### config.mk
export PLATFORM = sky130hd
export DESIGN_NAME = request_response_frame_decoder_flat
export DESIGN_NICKNAME = d
export VERILOG_FILES = /design/src/design/rrfd_pkg.sv /design/src/design/rrfd_if.sv /design/src/design/rrfd_out_fifo.sv /design/src/design/request_response_frame_decoder.sv /design/src/flat_wrapper.sv
export SDC_FILE = /design/constraint.sdc
export NUM_CORES = 2
export LEC_CHECK = 0
export ABC_AREA = 0
export ABC_CLOCK_PERIOD_IN_PS = 10200
export BUFFER_PORTS_ARGS = -buffer_cell sky130_fd_sc_hd__buf_4
export CAP_MARGIN = 20
export CORE_ASPECT_RATIO = 1.4
export CORE_MARGIN = 2
export CORE_UTILIZATION = 61
export CTS_BUF_LIST = sky130_fd_sc_hd__clkbuf_8
export DETAILED_ROUTE_END_ITERATION = 10
export PLACE_DENSITY_LB_ADDON = 0.05
export SLEW_MARGIN = 10
export SYNTH_ARGS = -nofsm -noshare
export SYNTH_HDL_FRONTEND = slang
export SYNTH_SLANG_ARGS = --single-unit
### constraint.sdc
create_clock -name clk_i -period 10.2 [get_ports clk_i]
set_input_delay 1.02 -clock clk_i [delete_from_list [all_inputs] [get_ports clk_i]]
set_output_delay 1.02 -clock clk_i [all_outputs]
set_load 0.05 [all_outputs]
### src/design/rrfd_pkg.sv
package rrfd_pkg;

  localparam int unsigned PATH_CAPTURE_MAX = 256;
  localparam int unsigned PATH_LEN_W       = 9;
  localparam int unsigned HDR_BYTES        = 24;
  localparam int unsigned HDR_IDX_W        = 5;

  localparam logic [HDR_IDX_W-1:0] REQ_HDR_LEN  = 5'd24;
  localparam logic [HDR_IDX_W-1:0] RESP_HDR_LEN = 5'd8;

  localparam logic [15:0] OP_BASE     = 16'd3000;
  localparam logic [15:0] OP_LAST     = 16'd3031;
  localparam logic [15:0] OP_CHKPOINT = 16'd3012;
  localparam logic [15:0] OP_WRITE    = 16'd3019;
  localparam logic [15:0] OP_PGWRITE  = 16'd3026;
  localparam logic [15:0] OP_WRITEV   = 16'd3031;
  localparam logic [15:0] ST_ERROR    = 16'd4003;
  localparam logic [7:0]  CKP_XEQ     = 8'd4;

  localparam logic [31:0] MAX_WRITE_BODY  = 32'd16777216;
  localparam logic [31:0] MAX_WRITEV_LIST = 32'd16384;
  localparam logic [4:0]  CKP_HDR_LEN     = 5'd24;
  localparam logic [31:0] ERR_BODY_LEN    = 32'd4;

  // configuration register indexes
  localparam logic [1:0] REG_DIRECTION = 2'd0;
  localparam logic [1:0] REG_PREAMBLE  = 2'd1;
  localparam logic [1:0] REG_PATH_MASK = 2'd2;

  // result kinds
  localparam logic KIND_PATH   = 1'b0;
  localparam logic KIND_RECORD = 1'b1;

  typedef struct packed {
    logic                  result_kind;
    logic [7:0]            path_byte;
    logic [15:0]           stream_id;
    logic [15:0]           frame_code;
    logic [31:0]           payload_length;
    logic [31:0]           error_number;
    logic [PATH_LEN_W-1:0] path_length;
  } res_t;

endpackage

### src/design/rrfd_if.sv
interface rrfd_in_if;
  logic       valid;
  logic       ready;
  logic [7:0] data_byte;
  modport source (output valid, output data_byte, input ready);
  modport sink   (input valid, input data_byte, output ready);
endinterface

interface rrfd_out_if;
  logic        valid;
  logic        ready;
  logic        result_kind;
  logic [7:0]  path_byte;
  logic [15:0] stream_id;
  logic [15:0] frame_code;
  logic [31:0] payload_length;
  logic [31:0] error_number;
  logic [8:0]  path_length;
  modport source (output valid, output result_kind, output path_byte, output stream_id,
                  output frame_code, output payload_length, output error_number,
                  output path_length, input ready);
  modport sink   (input valid, input result_kind, input path_byte, input stream_id,
                  input frame_code, input payload_length, input error_number,
                  input path_length, output ready);
endinterface

interface rrfd_cfg_if;
  logic        valid;
  logic        ready;
  logic [1:0]  index;
  logic [31:0] data;
  modport source (output valid, output index, output data, input ready);
  modport sink   (input valid, input index, input data, output ready);
endinterface

### src/design/rrfd_out_fifo.sv
module rrfd_out_fifo (
  input  logic           clk_i,
  input  logic           rst_ni,
  input  logic [1:0]     push_n_i,
  input  rrfd_pkg::res_t res0_i,
  input  rrfd_pkg::res_t res1_i,
  output logic           room_o,
  output logic           valid_o,
  output rrfd_pkg::res_t data_o,
  input  logic           pop_i
);
  import rrfd_pkg::*;

  res_t       mem_q [4];
  logic [1:0] head_q, tail_q;
  logic [2:0] count_q;
  logic       do_pop;

  assign valid_o = (count_q != 3'd0);
  assign data_o  = mem_q[head_q];
  assign room_o  = (count_q <= 3'd2);
  assign do_pop  = pop_i && valid_o;

  always_ff @(posedge clk_i) begin
    if (push_n_i != 2'd0) mem_q[tail_q] <= res0_i;
    if (push_n_i == 2'd2) mem_q[tail_q + 2'd1] <= res1_i;
  end

  always_ff @(posedge clk_i or negedge rst_ni) begin
    if (!rst_ni) begin
      head_q  <= '0;
      tail_q  <= '0;
      count_q <= '0;
    end else begin
      tail_q  <= tail_q + push_n_i;
      head_q  <= head_q + {1'b0, do_pop};
      count_q <= count_q + {1'b0, push_n_i} - {2'b0, do_pop};
    end
  end
endmodule

### src/design/request_response_frame_decoder.sv
// Frame decoder for a relayed request/response byte stream.
// in_ch carries one stream byte per transaction; out_ch carries result
// transactions: passed path bytes (kind 0) and one frame record (kind 1) per frame.
// cfg_ch writes the direction, preamble length and path opcode mask; it is always
// ready. Writing direction or preamble length restarts the decoder; writing the
// mask takes effect from the next header.
// Each byte is decoded in the cycle it is taken: its results enter a four-entry
// output queue at that edge and reach out_ch from its head, behind any earlier
// results. One byte is taken every cycle while the queue has room. A byte
// yields at most two results (a path byte followed by the record).
// When out_ch stalls the queue fills; in_ch ready drops once fewer than two
// entries are free and rises again as results drain.
// Reset empties the queue, clears decode state except the header bytes and loads
// direction 0, preamble length 20, an empty mask: the first 20 bytes are swallowed.
module request_response_frame_decoder (
  input  logic       clk_i,
  input  logic       rst_ni,
  rrfd_in_if.sink    in_ch,
  rrfd_out_if.source out_ch,
  rrfd_cfg_if.sink   cfg_ch
);
  import rrfd_pkg::*;

  // configuration
  logic        dir_q;
  logic [7:0]  pre_len_q;
  logic [31:0] mask_q;

  // decode state
  logic [7:0]            pre_q, pre_d;
  logic [7:0]            hdr_q [HDR_BYTES];
  logic [7:0]            hdr_d [HDR_BYTES];
  logic [HDR_IDX_W-1:0]  hc_q, hc_d;
  logic                  inp_q, inp_d;
  logic [63:0]           pl_q, pl_d;
  logic                  rs_q, rs_d;
  logic [PATH_LEN_W-1:0] ct_q, ct_d, cc_q, cc_d;
  logic [31:0]           ea_q, ea_d;
  logic                  wv_q, wv_d;
  logic [3:0]            dc_q, dc_d;
  logic [31:0]           sla_q, sla_d;
  logic [63:0]           tt_q, tt_d;
  logic                  ck_q, ck_d;
  logic [4:0]            kc_q, kc_d;
  logic [15:0]           eid_q, eid_d;
  logic [31:0]           el_q, el_d;

  // per-byte working values
  logic        in_fire, cfg_fire, restart;
  logic [7:0]  b;
  logic [15:0] code;
  logic [15:0] op_off;
  logic [31:0] flen;
  logic        emit_path, emit_rec, extended, trail_skip;
  res_t        rec, pres, res0, res1;
  logic [1:0]  push_n;
  logic        room;
  res_t        out_data;

  assign in_fire  = in_ch.valid && in_ch.ready;
  assign cfg_fire = cfg_ch.valid && cfg_ch.ready;
  assign restart  = cfg_fire && (cfg_ch.index == REG_DIRECTION ||
                                 cfg_ch.index == REG_PREAMBLE);
  assign b        = in_ch.data_byte;
  assign in_ch.ready  = room;
  assign cfg_ch.ready = 1'b1;

  always_comb begin
    pre_d = pre_q;  hdr_d = hdr_q;  hc_d = hc_q;  inp_d = inp_q;  pl_d = pl_q;
    rs_d = rs_q;    ct_d = ct_q;    cc_d = cc_q;  ea_d = ea_q;    wv_d = wv_q;
    dc_d = dc_q;    sla_d = sla_q;  tt_d = tt_q;  ck_d = ck_q;    kc_d = kc_q;
    eid_d = eid_q;  el_d = el_q;
    emit_path = 1'b0;  emit_rec = 1'b0;  extended = 1'b0;  trail_skip = 1'b0;

    if (in_fire && pre_q != 8'd0) begin
      pre_d = pre_q - 8'd1;
    end else if (in_fire && !inp_q) begin
      if (hc_q < REQ_HDR_LEN) hdr_d[hc_q] = b;
      hc_d = hc_q + 5'd1;
    end

    // header view (includes the byte just taken)
    code   = {hdr_d[2], hdr_d[3]};
    flen   = dir_q ? {hdr_d[4], hdr_d[5], hdr_d[6], hdr_d[7]}
                   : {hdr_d[20], hdr_d[21], hdr_d[22], hdr_d[23]};
    op_off = code - OP_BASE;

    if (in_fire && pre_q == 8'd0 && !inp_q &&
        hc_d >= (dir_q ? RESP_HDR_LEN : REQ_HDR_LEN)) begin
      // header complete
      inp_d = 1'b1;  pl_d = {32'd0, flen};  rs_d = 1'b0;
      cc_d = '0;  ct_d = '0;  ea_d = '0;
      wv_d = !dir_q && code == OP_WRITEV && flen != 32'd0 && flen[3:0] == 4'd0;
      dc_d = '0;  sla_d = '0;  tt_d = '0;
      ck_d = !dir_q && code == OP_CHKPOINT && hdr_d[19] == CKP_XEQ &&
             flen == 32'd24;
      kc_d = '0;
      if (!dir_q && flen != 32'd0 && code >= OP_BASE && code <= OP_LAST &&
          mask_q[op_off[4:0]])
        ct_d = (flen < PATH_CAPTURE_MAX) ? flen[PATH_LEN_W-1:0]
                                         : PATH_LEN_W'(PATH_CAPTURE_MAX);
      if (dir_q && code == ST_ERROR && flen != 32'd0)
        ct_d = (flen < ERR_BODY_LEN) ? flen[PATH_LEN_W-1:0]
                                     : ERR_BODY_LEN[PATH_LEN_W-1:0];
      if (ct_d == '0) begin
        emit_rec = 1'b1;
        rs_d     = 1'b1;
        if (flen == 32'd0) begin
          inp_d = 1'b0;
          hc_d  = '0;
        end
      end
    end else if (in_fire && pre_q == 8'd0 && inp_q) begin
      // payload byte
      if (cc_q < ct_q) begin
        if (!dir_q) emit_path = 1'b1;
        else        ea_d = {ea_q[23:0], b};
        cc_d = cc_q + 1'b1;
      end
      if (ck_q && kc_q < CKP_HDR_LEN) begin
        if (kc_q == 5'd2 || kc_q == 5'd3) eid_d = {eid_q[7:0], b};
        if (kc_q >= 5'd20) el_d = {el_q[23:0], b};
        kc_d = kc_q + 5'd1;
      end
      if (wv_q) begin
        if (dc_q >= 4'd4 && dc_q <= 4'd7) sla_d = {sla_q[23:0], b};
        if (dc_q == 4'd15) begin
          tt_d = tt_q + {32'd0, sla_d};
          dc_d = '0;
        end else begin
          dc_d = dc_q + 4'd1;
        end
      end
      pl_d = pl_q - 64'd1;
      if (!rs_q && cc_d >= ct_q) begin
        emit_rec = 1'b1;
        rs_d     = 1'b1;
      end
      if (pl_d == 64'd0) begin
        // frame end: checkpoint extension, then writev trailing data
        if (ck_q) begin
          ck_d = 1'b0;
          if (el_d != 32'd0 && kc_d == CKP_HDR_LEN) begin
            if ((eid_d == OP_WRITE || eid_d == OP_PGWRITE) &&
                el_d <= MAX_WRITE_BODY) begin
              pl_d = {32'd0, el_d};
              extended = 1'b1;
            end else if (eid_d == OP_WRITEV && el_d[3:0] == 4'd0 &&
                         el_d <= MAX_WRITEV_LIST) begin
              pl_d = {32'd0, el_d};
              wv_d = 1'b1;
              dc_d = '0;
              tt_d = '0;
              extended = 1'b1;
            end
          end
        end
        if (!extended) begin
          if (wv_d) begin
            wv_d = 1'b0;
            if (tt_d != 64'd0) begin
              pl_d = tt_d;
              trail_skip = 1'b1;
            end
          end
          if (!trail_skip) begin
            if (!rs_d) begin
              emit_rec = 1'b1;
              rs_d     = 1'b1;
            end
            inp_d = 1'b0;
            hc_d  = '0;
          end
        end
      end
    end

    rec.result_kind    = KIND_RECORD;
    rec.path_byte      = '0;
    rec.stream_id      = {hdr_d[0], hdr_d[1]};
    rec.frame_code     = code;
    rec.payload_length = flen;
    rec.error_number   = (dir_q && cc_d >= ERR_BODY_LEN[PATH_LEN_W-1:0]) ? ea_d : '0;
    rec.path_length    = dir_q ? '0 : cc_d;

    pres = '0;
    pres.result_kind = KIND_PATH;
    pres.path_byte   = b;

    res0   = emit_path ? pres : rec;
    res1   = rec;
    push_n = {1'b0, emit_path} + {1'b0, emit_rec};
  end

  // header bytes are plain data registers with no reset
  always_ff @(posedge clk_i) begin
    hdr_q <= hdr_d;
  end

  always_ff @(posedge clk_i or negedge rst_ni) begin
    if (!rst_ni) begin
      dir_q <= 1'b0;  pre_len_q <= 8'd20;  mask_q <= '0;
      pre_q <= 8'd20; hc_q <= '0;  inp_q <= 1'b0;  pl_q <= '0;  rs_q <= 1'b0;
      ct_q <= '0;  cc_q <= '0;  ea_q <= '0;  wv_q <= 1'b0;  dc_q <= '0;
      sla_q <= '0; tt_q <= '0;  ck_q <= 1'b0;  kc_q <= '0;  eid_q <= '0;
      el_q <= '0;
    end else if (restart) begin
      // restart decoding with the new direction or preamble
      if (cfg_ch.index == REG_DIRECTION) begin
        dir_q <= cfg_ch.data[0];
        pre_q <= cfg_ch.data[0] ? 8'd0 : pre_len_q;
      end else begin
        pre_len_q <= cfg_ch.data[7:0];
        pre_q     <= dir_q ? 8'd0 : cfg_ch.data[7:0];
      end
      hc_q <= '0;  inp_q <= 1'b0;  pl_q <= '0;  rs_q <= 1'b0;
      ct_q <= '0;  cc_q <= '0;  ea_q <= '0;  wv_q <= 1'b0;  dc_q <= '0;
      sla_q <= '0; tt_q <= '0;  ck_q <= 1'b0;  kc_q <= '0;  eid_q <= '0;
      el_q <= '0;
    end else begin
      if (cfg_fire && cfg_ch.index == REG_PATH_MASK) mask_q <= cfg_ch.data;
      pre_q <= pre_d;  hc_q <= hc_d;  inp_q <= inp_d;  pl_q <= pl_d;  rs_q <= rs_d;
      ct_q <= ct_d;  cc_q <= cc_d;  ea_q <= ea_d;  wv_q <= wv_d;  dc_q <= dc_d;
      sla_q <= sla_d;  tt_q <= tt_d;  ck_q <= ck_d;  kc_q <= kc_d;
      eid_q <= eid_d;  el_q <= el_d;
    end
  end

  rrfd_out_fifo u_out_fifo (
    .clk_i    (clk_i),
    .rst_ni   (rst_ni),
    .push_n_i (push_n),
    .res0_i   (res0),
    .res1_i   (res1),
    .room_o   (room),
    .valid_o  (out_ch.valid),
    .data_o   (out_data),
    .pop_i    (out_ch.ready)
  );

  assign out_ch.result_kind    = out_data.result_kind;
  assign out_ch.path_byte      = out_data.path_byte;
  assign out_ch.stream_id      = out_data.stream_id;
  assign out_ch.frame_code     = out_data.frame_code;
  assign out_ch.payload_length = out_data.payload_length;
  assign out_ch.error_number   = out_data.error_number;
  assign out_ch.path_length    = out_data.path_length;
endmodule
### src/flat_wrapper.sv
// flat-port wrapper written by rule: the top's interface ports become plain ports
module request_response_frame_decoder_flat import rrfd_pkg::*;
  (clk_i, rst_ni, in_ch_valid, in_ch_data_byte, in_ch_ready, out_ch_valid, out_ch_result_kind, out_ch_path_byte, out_ch_stream_id, out_ch_frame_code, out_ch_payload_length, out_ch_error_number, out_ch_path_length, out_ch_ready, cfg_ch_valid, cfg_ch_index, cfg_ch_data, cfg_ch_ready);
  rrfd_in_if in_ch_i ();
  rrfd_out_if out_ch_i ();
  rrfd_cfg_if cfg_ch_i ();
  input  logic clk_i;
  input  logic rst_ni;
  input wire logic [$bits(in_ch_i.valid)-1:0] in_ch_valid;
  input wire logic [$bits(in_ch_i.data_byte)-1:0] in_ch_data_byte;
  output wire logic [$bits(in_ch_i.ready)-1:0] in_ch_ready;
  output wire logic [$bits(out_ch_i.valid)-1:0] out_ch_valid;
  output wire logic [$bits(out_ch_i.result_kind)-1:0] out_ch_result_kind;
  output wire logic [$bits(out_ch_i.path_byte)-1:0] out_ch_path_byte;
  output wire logic [$bits(out_ch_i.stream_id)-1:0] out_ch_stream_id;
  output wire logic [$bits(out_ch_i.frame_code)-1:0] out_ch_frame_code;
  output wire logic [$bits(out_ch_i.payload_length)-1:0] out_ch_payload_length;
  output wire logic [$bits(out_ch_i.error_number)-1:0] out_ch_error_number;
  output wire logic [$bits(out_ch_i.path_length)-1:0] out_ch_path_length;
  input wire logic [$bits(out_ch_i.ready)-1:0] out_ch_ready;
  input wire logic [$bits(cfg_ch_i.valid)-1:0] cfg_ch_valid;
  input wire logic [$bits(cfg_ch_i.index)-1:0] cfg_ch_index;
  input wire logic [$bits(cfg_ch_i.data)-1:0] cfg_ch_data;
  output wire logic [$bits(cfg_ch_i.ready)-1:0] cfg_ch_ready;
  assign in_ch_i.valid = in_ch_valid;
  assign in_ch_i.data_byte = in_ch_data_byte;
  assign in_ch_ready = in_ch_i.ready;
  assign out_ch_valid = out_ch_i.valid;
  assign out_ch_result_kind = out_ch_i.result_kind;
  assign out_ch_path_byte = out_ch_i.path_byte;
  assign out_ch_stream_id = out_ch_i.stream_id;
  assign out_ch_frame_code = out_ch_i.frame_code;
  assign out_ch_payload_length = out_ch_i.payload_length;
  assign out_ch_error_number = out_ch_i.error_number;
  assign out_ch_path_length = out_ch_i.path_length;
  assign out_ch_i.ready = out_ch_ready;
  assign cfg_ch_i.valid = cfg_ch_valid;
  assign cfg_ch_i.index = cfg_ch_index;
  assign cfg_ch_i.data = cfg_ch_data;
  assign cfg_ch_ready = cfg_ch_i.ready;
  request_response_frame_decoder u_core (.clk_i(clk_i), .rst_ni(rst_ni), .in_ch(in_ch_i), .out_ch(out_ch_i), .cfg_ch(cfg_ch_i));
endmodule
; ---- Yosys cells after proc, flatten, opt, wreduce, memory -nomap -nowiden
; Memories as Yosys holds them, arrays and structs flattened.
; Cells that the tools add are included.
[totals]
regBits = 524
latchBits = 0
ramBits = 456
mem_bits_ro = 0
in_bits = 47
output_inout_bits = 117
word_cells = 336
memories = 1
[memory_table]
columns = memory, depth, width, rd, rd_clocked_by_memory_dff, write_ports, line_no
row1 = u_core.u_out_fifo.mem_q, 4, 114, 1, 0, 2, rrfd_out_fifo.sv:14  ; res_t mem_q [4];
[op_classes]
addsub = 14
mul = 0
div = 0
magnitude_cmp = 19
n_eq_ne = 18
shifts = 0
muxes = 170
n_bitwise = 4
n_reduce_logical = 64
[op_table]
columns = op, n
row1 = $mux W64, 24
row2 = $mux W32, 22
row3 = $mux W192, 3
row4 = $bwmux W192, 1
row5 = $mux W9, 14
row6 = $mux W114, 1
row7 = $mux W16, 7
row8 = $eq A16 B12 Y1 const B, 6
row9 = $mux W5, 17
row10 = $add A64 B32 Y64, 1
row11 = $logic_not A64 Y1, 1
row12 = $reduce_bool A32 Y1, 2
row13 = $reduce_bool A64 Y1, 1
row14 = $sub A64 B1 Y64 const B, 1
row15 = $mux W1, 63
row16 = $mux W8, 6
row17 = $demux W8 S5, 1
row18 = $mux W4, 10
row19 = $eq A32 B5 Y1 const B, 1
row20 = $le A32 B15 Y1 const B, 1
row21 = $le A32 B25 Y1 const B, 1
row22 = $logic_not A32 Y1, 1
row23 = $lt A32 B3 Y1 const B, 1
row24 = $lt A32 B9 Y1 const B, 1
row25 = 49 further kinds, 102

; ---- Longest topological paths before layout
[depth]
word_depth = 34
mapped_depth = 32
mapped_depth_nobuf = 30

; ---- By module
; From an unflattened synthesis, not the netlist that was laid out.
[unflattened]
hier_cells = 4423
area_unflattened_um2 = 49693.9
[by_module_without_submodules]
columns = module, n_inst, cells_per_inst, area_per_inst_um2, seq_area_each_um2
row1 = request_response_frame_decoder, 1, 3279, 27371.3, 10219.8
row2 = rrfd_out_fifo, 1, 1144, 22322.7, 13868.3

; ---- Worst setup path before layout
; OpenSTA, ideal clock, no wires.
[synth_path]
kind = in2reg
from = input port in_ch_data_byte[0]
to = memory u_core.u_out_fifo.mem_q[1][40] (netlist bit), data pin
setup_ps = 157
arrival_ps = 8949
slack_ps = 1094
cell_stages = 26
path_cell_list = clkbuf_1 -> clkbuf_1 -> mux2_2 -> ha_1 -> fa_1 -> a21o_1 -> a221oi_2 -> o21ai_1 -> o211ai_1 -> a21oi_1 -> nor3_1 -> o221ai_1 -> or4_1 -> inv_1 -> a31oi_1 -> o21ai_0 -> a21boi_0 -> ha_1 -> nand2b_1 -> nand2_1 -> nand2b_1 -> clkbuf_1 -> inv_1 -> nand2_1 -> clkbuf_1 -> nor3_1
[synth_lines]
columns = element, line_no
row1 = start: declaration, flat_wrapper.sv:10  ; input wire logic [$bits(in_ch_i.data_byte)-1:0] in_ch_data_byte;
row2 = end: declaration, rrfd_out_fifo.sv:14

==> reports/results.txt <==
Run status = completed
Post-route ant nets = 0
Skew-Pair Late Insertion Delay = 0.83 ns
Via Count = 35700
Area growth syn-to-layout = 10.8%
CP delay by family, top = simple AND/OR/NAND/NOR gates
First-pass GRT wire length = 212000 um
Clk pwr share = 32.4%
Syn_area_per_cell = 10.7 um^2
Sequential fraction of the synthesis area = 51.5%
DR WL/cell = 25.5 um
Unique masters post-synth = 94
RSZ-0062 raised after global routing = no
Req. time, crit path = 10.71 ns
Number of port buffers = 162
Comb pwr share = 25.6%
Clock Sinks = 892
Hold-fix buffers, CTS = 0
Post-synthesis compound-gate area fraction = 11.4%
# fillers = 5782
Post-layout min period = 8.27 ns
Register area = 23700 um^2
Drc violations = 0
Sw Pwr = 3.16 mW
Core footprint = 75000 um^2
Post-CTS setup buffers = 0
Post-synthesis net count = 4422
Main synth FF type = edfxtp_1
Num rows = 119
Critical Path End Type = register
H-Tree Depth = 4
HPWL Detailed = 93100 um
Mux contribution to synthesized area = 12.7%
Worst-path maximum fanout = 46
Worst vdd ir = 0.000177 V
Antenna violations before repair = 1
Final WL = 139000 um
Simple-gate portion of the synthesized area = 16.6%
# IOs = 164
Layout cell share with drive strength beyond 1 = 18.0%
Final GP Congestion = 0.980
TritonCTS Buffers = 135
Vias per cell = 6.54
YS warnings = 0
R2R Path End = u_core.u_out_fifo.mem_q[3][72]$_DFFE_PP_
Final Hold Vio Count = 0
Worst-Margin Slew = 1.30 ns
Tcrit/Tclk final = 81.0%
Worst slew margin = 13.5%
Worst path bufs/invs = 4
Multi-input logic area = 20900 um^2
Lkg Pwr = 18.9 nW
Cell Int Power = 6.25 mW
Reg clk slew, reported paths = 0.06 ns
Die area = 77800 um^2
Final setup fails = 0
Vias in the first global route = 34900
Final Skew = 0.0472 ns
GRT overflow = 0
Critical path's slowest cell = mux2i_1
Initial Util = 61.5%
Reg2reg setup slack = 1.93 ns
Post-Route Setup TNS = 0 ns
Hold Path Class = in2async
Clk root buf = clkbuf_8
R2R Path Start = u_core.pre_q[0]$_DFFE_PN0P_
Slew Viols, Final = 0
Global Route Usage Sum = 35.9%
Slowest cell delay on critical path = 0.76 ns
Post-CTS sizing = 0
Post-Synth XOR/XNOR Area = 2.41%
Placed Cells = 5212
Most common cell after layout, fill and taps aside = nor2_1
Flops & latches, synth = 892
Power share of the sequential group = 42.0%
Sw Ratio = 33.6%
Die H = 329 um
Clock tree from TritonCTS = yes
Most frequent cells in the layout = nor2_1, edfxtp_1, dfrtp_1
Post-Syn Instances = 4303
Post-synth EDFFs = 420
Clock Tree Buf Depth = 3
Reg2reg path depth = 22
WP depth = 22
Power density over cell area = 184 nW/um^2
Arrival time at the worst endpoint = 8.77 ns
Ys async rst share = 37.2%
Number of max-cap violations = 0
Iter 0 DRT Violations = 3338
Largest net degree at the start of global routing = 126
Fmax = 0.121 GHz
Worst-path cell chain = inv_1, ha_1, nor4b_1, nand3_1, nor3_4, mux2i_1, inv_1, ha_1, inv_1, a31oi_1, nand4b_1, a211oi_1, o21ai_0, a22oi_1, a311o_1, a21boi_0, ha_1, nand2b_1, o21ai_0, nand2_2, buf_12, nor2_1
Synthesized area = 46100 um^2
Main combinational cell family by area after synthesis = simple AND/OR/NAND/NOR gates
Critical path startpoint category = register
Post-route core utilization = 68.1%
Worst Path Class, Setup = reg2reg
Post-synthesis adder-cell area fraction = 1.99%
DRT Pass-1 Iters = 6
Die width = 236 um
Post-Layout Cell Count = 5458
Layout Nets = 4501
==> per-stage QoR <==
stage	hold slack (ns)	worst slack, ns	power, mW	instance area (um^2)
after global placement	0.431	2.11	6.42	48300
after detailed placement	0.440	2.03	6.43	48300
after floorplan	0.418	1.09	5.67	46100
final	0.237	1.93	9.41	51100
after global routing	0.261	1.49	9.71	51100
after CTS	0.222	2.16	9.46	51100
==> registers in the layout (all words and copies together) (netlist names), 5 cells and up <==
| register | flops |
|---|---|
| u_core.el_q | 32 |
| u_core.pl_q | 64 |
| u_core.pre_q | 8 |
| u_core.tt_q | 64 |
| u_core.hdr_q | 104 |
| u_core.pre_len_q | 8 |
| u_core.sla_q | 32 |
| u_core.eid_q | 16 |
| u_core.cc_q | 9 |
| u_core.mask_q | 32 |
| u_core.ct_q | 9 |
| u_core.ea_q | 32 |
| u_core.kc_q | 5 |
| u_core.hc_q | 5 |
| u_core.u_out_fifo.mem_q | 456 |
==> cell families (layout without fill, tap and decap cells) <==
group | after synthesis | in the layout
simple gates | 1590 | 1590
mux | 428 | 428
fa+ha+maj | 72 | 72
flops | 892 | 892
buf+inv | 415 | 601
compound gates | 778 | 778
other cells | 1 | 2
xor+xnor | 127 | 127
==> final cells by class <==
cell class | count | share of cell area [%]
flip-flops and latches | 892 | 46.5
multi-input cells | 2996 | 41.0
inverters | 102 | 0.769
clock inverters | 89 | 1.28
well taps | 968 | 2.37
clock buffers | 155 | 4.18
repair buffers | 255 | 3.93
diodes | 1 | 0.00490
==> power groups by stage <==
stage	combinational [mW]	sequential (mW)	clock [mW]
3_3_place_gp	2.40	4.02	0
5_1_grt	2.50	3.96	3.25
6_report	2.41	3.95	3.05
3_5_place_dp	2.41	4.02	0
4_1_cts	2.41	3.95	3.10
2_1_floorplan	1.75	3.92	0
==> metal layers <==
layer | global-route usage [%] | wire (um)
met3 | 5.30 | 10300
met5 | 0 | 0
met1 | 46.1 | 53600
met2 | 57.1 | 65500
met4 | 24.2 | 9970
==> worst max-delay path by stage <==
stage	to	startpoint
final	u_core.u_out_fifo.mem_q[3][72]$_DFFE_PP_	u_core.pre_q[0]$_DFFE_PN0P_
after global routing	u_core.u_out_fifo.mem_q[3][8]$_DFFE_PP_	u_core.dc_q[2]$_DFFE_PN0P_
after CTS	u_core.u_out_fifo.mem_q[3][8]$_DFFE_PP_	u_core.dc_q[2]$_DFFE_PN0P_
after detailed placement	u_core.u_out_fifo.mem_q[3][8]$_DFFE_PP_	in_ch_data_byte[0]
after global placement	u_core.u_out_fifo.mem_q[2][78]$_DFFE_PP_	in_ch_data_byte[0]
after floorplan	u_core.u_out_fifo.mem_q[1][40]$_DFFE_PP_	in_ch_data_byte[0]
==> synthesized netlist by cell type, types with 28 or more instances <==
master | number | area [um^2]
nor2_1 | 603 | 2260
edfxtp_1 | 420 | 12600
dfrtp_1 | 328 | 8210
nand2_1 | 256 | 961
clkbuf_1 | 255 | 957
nor3_1 | 227 | 1140
mux2i_1 | 179 | 1790
a21oi_1 | 163 | 816
o21ai_0 | 147 | 736
dfxtp_1 | 140 | 2800
mux2_2 | 135 | 1520
mux4_2 | 114 | 2570
inv_1 | 102 | 383
nand3_1 | 88 | 440
xnor2_1 | 75 | 657
ha_1 | 70 | 876
nand4_1 | 67 | 419
a22o_1 | 59 | 517
nor4_1 | 59 | 369
xor2_1 | 52 | 455
or2_2 | 50 | 313
o22ai_1 | 47 | 294
buf_1 | 39 | 146
or3_1 | 34 | 213
o211ai_1 | 33 | 248
and3_1 | 31 | 194
o221ai_1 | 29 | 254
a211oi_1 | 28 | 210
(Power assumes the default switching activity.)
